File: config.mk
export PLATFORM = sky130hd
export DESIGN_NAME = button_gesture_debouncer_core
export DESIGN_NICKNAME = d
export VERILOG_FILES = /design/src/bgd_pkg.sv /design/src/button_gesture_debouncer_core.sv /design/src/bgd_cfg_regs.sv /design/src/bgd_tracker.sv
export SDC_FILE = /design/constraint.sdc
export NUM_CORES = 1
export LEC_CHECK = 0
export BUFFER_PORTS_ARGS = -buffer_cell sky130_fd_sc_hd__buf_2
export CORE_MARGIN = 4
export CORE_UTILIZATION = 55
export DETAILED_ROUTE_END_ITERATION = 8
export GPL_TIMING_DRIVEN = 0
export PLACE_DENSITY = 0.73
export SYNTH_ARGS = -nofsm -noshare
export SYNTH_HDL_FRONTEND = slang
export SYNTH_HIERARCHICAL = 1
export SYNTH_SLANG_ARGS = --single-unit
File: constraint.sdc
create_clock -name clk -period 20.4 [get_ports clk]
set_input_delay 1.02 -clock clk [delete_from_list [all_inputs] [get_ports clk]]
set_output_delay 1.02 -clock clk [all_outputs]
set_load 0.02 [all_outputs]
File: src/bgd_pkg.sv
package bgd_pkg;

    // Gesture codes reported on the result stream
    typedef enum logic [2:0] {
        GEST_NONE      = 3'd0,
        GEST_SINGLE    = 3'd1,
        GEST_DOUBLE    = 3'd2,
        GEST_LONG      = 3'd3,
        GEST_VERY_LONG = 3'd4,
        GEST_FACTORY   = 3'd5
    } gesture_t;

    // Configuration register indexes
    localparam logic [2:0] REG_ACTIVE_LOW     = 3'd0;
    localparam logic [2:0] REG_DEBOUNCE_TIME  = 3'd1;
    localparam logic [2:0] REG_SHORT_MAX_TIME = 3'd2;
    localparam logic [2:0] REG_LONG_MIN_TIME  = 3'd3;
    localparam logic [2:0] REG_VERY_LONG_TIME = 3'd4;
    localparam logic [2:0] REG_FACTORY_TIME   = 3'd5;
    localparam logic [2:0] REG_CLICK_GAP_TIME = 3'd6;

    localparam int CfgIndexWidth = 3;
    localparam int CfgDataWidth  = 16;
    localparam int InDataWidth   = 40;
    localparam int OutDataWidth  = 40;

    localparam logic [7:0] CLICK_MAX = 8'hFF;

    // Current configuration as seen by the tick logic
    typedef struct packed {
        logic        active_low;
        logic [15:0] debounce_time;
        logic [15:0] short_max_time;
        logic [15:0] long_min_time;
        logic [15:0] very_long_time;
        logic [15:0] factory_reset_time;
        logic [15:0] click_gap_time;
    } cfg_t;

    // One polling tick
    typedef struct packed {
        logic [31:0] now_ms;
        logic        pin_level;
    } tick_t;

    // One result item
    typedef struct packed {
        logic [31:0] hold_time;
        logic        is_pressed;
        gesture_t    gesture;
    } result_t;

endpackage

File: src/button_gesture_debouncer_core.sv
// Channel   Direction  Ports                         Payload
// s_axis    in         s_tvalid s_tready s_tdata     one polling tick
// m_axis    out        m_tvalid m_tready m_tdata     one result per tick
// cfg       in         cfg_wen cfg_index cfg_data    register write, no read-back
//
// One tick per clock sustained while m_tready is high; m_tvalid is registered.
// The tick sits in an input register, all gesture logic runs in one combinational
// pass into the output register, and the tracker state commits on that same edge.
// A stalled output holds its result while one more tick waits in the input register.
// Reset clears the tracker state, both valid flags and loads the default settings.
module button_gesture_debouncer_core
    import bgd_pkg::*;
(
    input  logic                     clk,
    input  logic                     rst_n,
    input  logic                     s_tvalid,
    output logic                     s_tready,
    input  logic [InDataWidth-1:0]   s_tdata,   // [0] pin_level, [32:1] now_ms
    output logic                     m_tvalid,
    input  logic                     m_tready,
    output logic [OutDataWidth-1:0]  m_tdata,   // [2:0] gesture, [3] is_pressed,
                                                // [35:4] hold_time
    input  logic                     cfg_wen,
    input  logic [CfgIndexWidth-1:0] cfg_index,
    input  logic [CfgDataWidth-1:0]  cfg_data
);

    cfg_t    cfg;
    tick_t   tick_reg;
    logic    in_valid_reg;
    logic    out_valid_reg;
    result_t result;
    result_t result_reg;
    logic    advance;
    logic    accept;

    bgd_cfg_regs u_cfg_regs (
        .clk       (clk),
        .rst_n     (rst_n),
        .cfg_wen   (cfg_wen),
        .cfg_index (cfg_index),
        .cfg_data  (cfg_data),
        .cfg       (cfg)
    );

    bgd_tracker u_tracker (
        .clk     (clk),
        .rst_n   (rst_n),
        .advance (advance),
        .cfg     (cfg),
        .tick    (tick_reg),
        .result  (result)
    );

    // Move a tick forward whenever the output register is free or draining
    assign advance  = in_valid_reg && (!out_valid_reg || m_tready);
    assign s_tready = !in_valid_reg || advance;
    assign accept   = s_tvalid && s_tready;

    // Hold valid flags
    always_ff @(posedge clk or negedge rst_n)
    begin
        if (!rst_n)
        begin
            in_valid_reg  <= 1'b0;
            out_valid_reg <= 1'b0;
        end
        else
        begin
            if (s_tready)
            begin
                in_valid_reg <= s_tvalid;
            end
            if (advance)
            begin
                out_valid_reg <= 1'b1;
            end
            else if (m_tready)
            begin
                out_valid_reg <= 1'b0;
            end
        end
    end

    // Capture payloads
    always_ff @(posedge clk)
    begin
        if (accept)
        begin
            tick_reg.pin_level <= s_tdata[0];
            tick_reg.now_ms    <= s_tdata[32:1];
        end
        if (advance)
        begin
            result_reg <= result;
        end
    end

    assign m_tvalid = out_valid_reg;
    assign m_tdata  = {4'd0, result_reg.hold_time, result_reg.is_pressed,
                       result_reg.gesture};

endmodule

File: src/bgd_cfg_regs.sv
module bgd_cfg_regs
    import bgd_pkg::*;
(
    input  logic                     clk,
    input  logic                     rst_n,
    input  logic                     cfg_wen,
    input  logic [CfgIndexWidth-1:0] cfg_index,
    input  logic [CfgDataWidth-1:0]  cfg_data,
    output cfg_t                     cfg
);

    cfg_t cfg_reg;

    // Write one register per transaction; unknown indexes are dropped
    always_ff @(posedge clk or negedge rst_n)
    begin
        if (!rst_n)
        begin
            cfg_reg.active_low         <= 1'b1;
            cfg_reg.debounce_time      <= 16'd50;
            cfg_reg.short_max_time     <= 16'd500;
            cfg_reg.long_min_time      <= 16'd1000;
            cfg_reg.very_long_time     <= 16'd5000;
            cfg_reg.factory_reset_time <= 16'd10000;
            cfg_reg.click_gap_time     <= 16'd300;
        end
        else if (cfg_wen)
        begin
            case (cfg_index)
                REG_ACTIVE_LOW:     cfg_reg.active_low         <= cfg_data[0];
                REG_DEBOUNCE_TIME:  cfg_reg.debounce_time      <= cfg_data;
                REG_SHORT_MAX_TIME: cfg_reg.short_max_time     <= cfg_data;
                REG_LONG_MIN_TIME:  cfg_reg.long_min_time      <= cfg_data;
                REG_VERY_LONG_TIME: cfg_reg.very_long_time     <= cfg_data;
                REG_FACTORY_TIME:   cfg_reg.factory_reset_time <= cfg_data;
                REG_CLICK_GAP_TIME: cfg_reg.click_gap_time     <= cfg_data;
                default:            ;
            endcase
        end
    end

    assign cfg = cfg_reg;

endmodule

File: src/bgd_tracker.sv
module bgd_tracker
    import bgd_pkg::*;
(
    input  logic    clk,
    input  logic    rst_n,
    input  logic    advance,
    input  cfg_t    cfg,
    input  tick_t   tick,
    output result_t result
);

    logic        raw_seen_reg, raw_seen_next;
    logic        debounced_reg, debounced_next;
    logic [31:0] raw_change_reg, raw_change_next;
    logic [31:0] press_start_reg, press_start_next;
    logic [31:0] release_reg, release_next;
    logic [7:0]  clicks_reg, clicks_next;
    logic        long_done_reg, long_done_next;
    logic        very_long_done_reg, very_long_done_next;
    logic        factory_done_reg, factory_done_next;

    // Compute the next state and the result of the tick in the input register
    always_comb
    begin
        logic        raw;
        logic        fired;
        logic [31:0] since_change;
        logic [31:0] held_release;
        logic [31:0] held;
        logic [31:0] since_release;
        gesture_t    gesture;

        raw_seen_next       = raw_seen_reg;
        debounced_next      = debounced_reg;
        raw_change_next     = raw_change_reg;
        press_start_next    = press_start_reg;
        release_next        = release_reg;
        clicks_next         = clicks_reg;
        long_done_next      = long_done_reg;
        very_long_done_next = very_long_done_reg;
        factory_done_next   = factory_done_reg;
        gesture             = GEST_NONE;
        fired               = 1'b0;

        // Apply polarity and restart the settle timer on a raw change
        raw = cfg.active_low ? ~tick.pin_level : tick.pin_level;
        if (raw != raw_seen_reg)
        begin
            raw_change_next = tick.now_ms;
            raw_seen_next   = raw;
        end

        // Accept a settled level
        since_change = tick.now_ms - raw_change_next;
        held_release = tick.now_ms - press_start_reg;
        if (since_change >= {16'd0, cfg.debounce_time} && raw != debounced_reg)
        begin
            debounced_next = raw;
            if (raw)
            begin
                press_start_next    = tick.now_ms;
                long_done_next      = 1'b0;
                very_long_done_next = 1'b0;
                factory_done_next   = 1'b0;
            end
            else
            begin
                release_next = tick.now_ms;
                if (!long_done_reg && !very_long_done_reg && !factory_done_reg &&
                    held_release < {16'd0, cfg.short_max_time} && clicks_reg != CLICK_MAX)
                begin
                    clicks_next = clicks_reg + 8'd1;
                end
            end
        end

        // Hold gestures, factory reset first, then very long, then long
        held = tick.now_ms - press_start_next;
        if (debounced_next)
        begin
            if (held >= {16'd0, cfg.factory_reset_time} && !factory_done_next)
            begin
                factory_done_next = 1'b1;
                clicks_next       = 8'd0;
                gesture           = GEST_FACTORY;
                fired             = 1'b1;
            end
            else if (held >= {16'd0, cfg.very_long_time} &&
                     held < {16'd0, cfg.factory_reset_time} && !very_long_done_next)
            begin
                very_long_done_next = 1'b1;
                clicks_next         = 8'd0;
                gesture             = GEST_VERY_LONG;
                fired               = 1'b1;
            end
            else if (held >= {16'd0, cfg.long_min_time} &&
                     held < {16'd0, cfg.very_long_time} && !long_done_next)
            begin
                long_done_next = 1'b1;
                clicks_next    = 8'd0;
                gesture        = GEST_LONG;
                fired          = 1'b1;
            end
        end

        // Resolve clicks after the quiet gap
        since_release = tick.now_ms - release_next;
        if (!fired && !debounced_next && clicks_next != 8'd0 &&
            since_release >= {16'd0, cfg.click_gap_time})
        begin
            gesture     = (clicks_next == 8'd1) ? GEST_SINGLE : GEST_DOUBLE;
            clicks_next = 8'd0;
        end

        result.gesture    = gesture;
        result.is_pressed = debounced_next;
        result.hold_time  = (debounced_next && press_start_next != 32'd0) ? held : 32'd0;
    end

    // Commit the state when the tick moves to the output register
    always_ff @(posedge clk or negedge rst_n)
    begin
        if (!rst_n)
        begin
            raw_seen_reg       <= 1'b0;
            debounced_reg      <= 1'b0;
            raw_change_reg     <= 32'd0;
            press_start_reg    <= 32'd0;
            release_reg        <= 32'd0;
            clicks_reg         <= 8'd0;
            long_done_reg      <= 1'b0;
            very_long_done_reg <= 1'b0;
            factory_done_reg   <= 1'b0;
        end
        else if (advance)
        begin
            raw_seen_reg       <= raw_seen_next;
            debounced_reg      <= debounced_next;
            raw_change_reg     <= raw_change_next;
            press_start_reg    <= press_start_next;
            release_reg        <= release_next;
            clicks_reg         <= clicks_next;
            long_done_reg      <= long_done_next;
            very_long_done_reg <= very_long_done_next;
            factory_done_reg   <= factory_done_next;
        end
    end

endmodule

==> out/qor.yml <==
grt:
  met3_usage_pct: 3.68
  grt_antenna_before_repair: 0
  grt_pass1_wl_um: 105000
  first_global_vias: 19118
  busiest_layer: "met2"
  grt_overflow: 0
  grt_usage_pct: 29.7
  grt_max_degree: 107
  grt_use_met2_pct: 51.0
  groute.layer.met1.usage_pct: 39.1
setup_path:
  path_class: "reg2reg"
  crit_path_start_kind: "flip-flop"
  cp_slowest_stage_delay_ps: 670
  required_ps: 20700
  cp_max_fo: 10
  arrival_ps: 15060
  cpMaxStageDelayCell: "o211ai_1"
  end_kind: "flip-flop"
floorplanning:
  die_x_um: 210
  initial_utilization_pct: 55.9
  die_h_um: 210
  placeableCoreArea_um2: 40000
  dieArea_um2: 43900
  rows: 73
  io-pin-count: 106
cells_and_area:
  nets: 2852
  largest_reg_flops: 97
  syn_to_final_growth_pct: 10.2
  drive_gt1_share_pct: 15.7
  utilization_pct: 61.6
place:
  gp_congestion: 0.981
  portBuffers: 93
  hpwl_um: 52500
synthesis:
  synth-async-reset-ratio_pct: 75.1
  synth_edf_count: 69
  yosysWarningCount: 6
  syn_area_um2: 22400
  syn_area_per_cell_um2: 9.17
  synth_cell_types: 114
  yosys-top-cells-area: "dfrtp_1 (20%), ha_1 (12%), edfxtp_1 (9.3%)"
  synth_largest_area_cell: "dfrtp_1"
  ys_ff_latch: 277
  synthFlopType: "dfrtp_1"
  synth_most_common_cell: "a21oi_1"
  synth.top_cells.by_count: "a21oi_1 (240), nor2_1 (216), ha_1 (210)"
  synth_top_area_share_pct: 19.9
  synthCells: 2440
  seq_area_frac_synth_pct: 32.7
timing:
  skew_ps: 17.4
  fin_crit_ps: 14770
  hold_viol_final: 0
  drv_slew: 0
  slew_headroom_pct: 30.5
  timing.fmax_ghz: 0.0677
  tightest_slew_ps: 1030
  finalSetupTns_ps: 0
  setup-violations-final: 0
  rsz0062_at_grt: "no"
  final.period_utilization_pct: 72.4
clock_tree:
  cts_sinks: 277
  ctsHtreeMaxLevel: 2
  cts_tree: "yes"
  clkTransAtPathRegs_ps: 60
  root_buffer: "clkbuf_16"
  cts_resized: 0
  holdBufCountCts: 0
  cts_made_buffers: 34
  post_cts_buffers: 0
  clk_latency_ps: 550
  clockBufferDepth: 3
power:
  irDropWorstVdd_uv: 95.6
  power.leakage_uw: 0.0111
  powerDensity_nw_per_um2: 162
routing:
  drt_iter0_drc: 1621
  dr_total_vias: 19538
  drt-wirelength-per-cell_um: 21.3
  via_per_inst: 6.25
  drc: 0
  drt-total-wl_um: 66700
  firstDrtPassIters: 6
  drtAntennaViolNets: 0
flow_run:
  max_cap_violations: 0
worst_hold_path:
  min_path_type: "reg2reg"
outcome:
  outcome: "finished, final reports clean"
[report_power, final]
part / internal [µW] / switching [µW]
Clock: 344 / 248
Combinational: 1020 / 1520
Sequential: 755 / 110
[cell type report]
type | count | area, µm²
inverter | 183 | 687
buffer | 96 | 508
clock buffer | 46 | 957
tap | 525 | 657
antenna | 1 | 2.50
timing repair buffer | 96 | 533
sequential | 277 | 7310
clock inverter | 15 | 113
multi-input combinational | 1887 | 13900
fill | 3405 | 15400
[cells by family after synthesis]
logic type / share of synthesized area (%)
AOI/OAI and AO/OA: 19.6
xor gates and xnor gates: 3.65
buffers and inverters: 5.34
DFF: 32.7
and+or+nand+nor: 16.1
other: 0.0168
muxes: 10.3
adders and majority gates: 12.3
[layout by cell type, fill, tap and decap left out, types with 21 or more instances in the layout]
cell	instances
nor3_1	45
dfstp_2	30
buf_2	110
xor2_1	46
nand4_1	48
xnor2_1	42
mux2_2	115
inv_1	183
a211oi_1	22
nand3_1	45
mux2_4	30
nand2_1	132
a21oi_1	240
mux2i_1	56
o21a_1	41
edfxtp_1	69
clkbuf_1	56
clkbuf_16	35
nor2_1	216
a21o_1	52
nor4_1	21
dfrtp_1	178
ha_1	210
o21ai_0	107
nand2b_1	28
nor2b_1	46
[per-layer routing]
layer | share of wire, % | vias to the layer above
met3 | 5.5 | 134
met2 | 48 | 654
met1 | 43 | 9513
li1 | - | 9237
met4 | 3.8 | 0
met5 | 0 | -
[stage by stage]
step                      total power [µW]  setup WS, ps  cell area [µm²]  std cells  hold slack (ps)
after floorplan                       2710          9280            22400       2443              464
after global placement                3280          6050            23500       3061              488
after detailed placement              3350          5840            23600       3064              494
after CTS                             3970          5770            24600       3125              507
after global routing                  4330          4950            24600       3125              514
final                                 4000          5630            24600       3126              503
[worst max-delay path, delay by kind of cell (launching register included)]
kind	cells	cell delay [ps]
compound gates	19	5560
simple gates	14	4020
buf+inv	7	2540
fa+ha+maj	4	1070
xor+xnor	3	810
flops	1	460
[final timing paths]
path	from	end	slack, ps	cells past startpoint
max	tick_reg[0]	m_tdata[0]	5630	47
min	u_cfg_regs/cfg[7]	u_cfg_regs/cfg[7]	500	1
max reg2reg	tick_reg[0]	m_tdata[0]	5630	47
min reg2reg	u_cfg_regs/cfg[7]	u_cfg_regs/cfg[7]	500	1
max in group asynchronous	rst_n	u_tracker/raw_change_reg[8]	18810	2
min in group asynchronous	rst_n	u_cfg_regs/cfg[38]	520	1
Power figures use the tool's default switching activity.
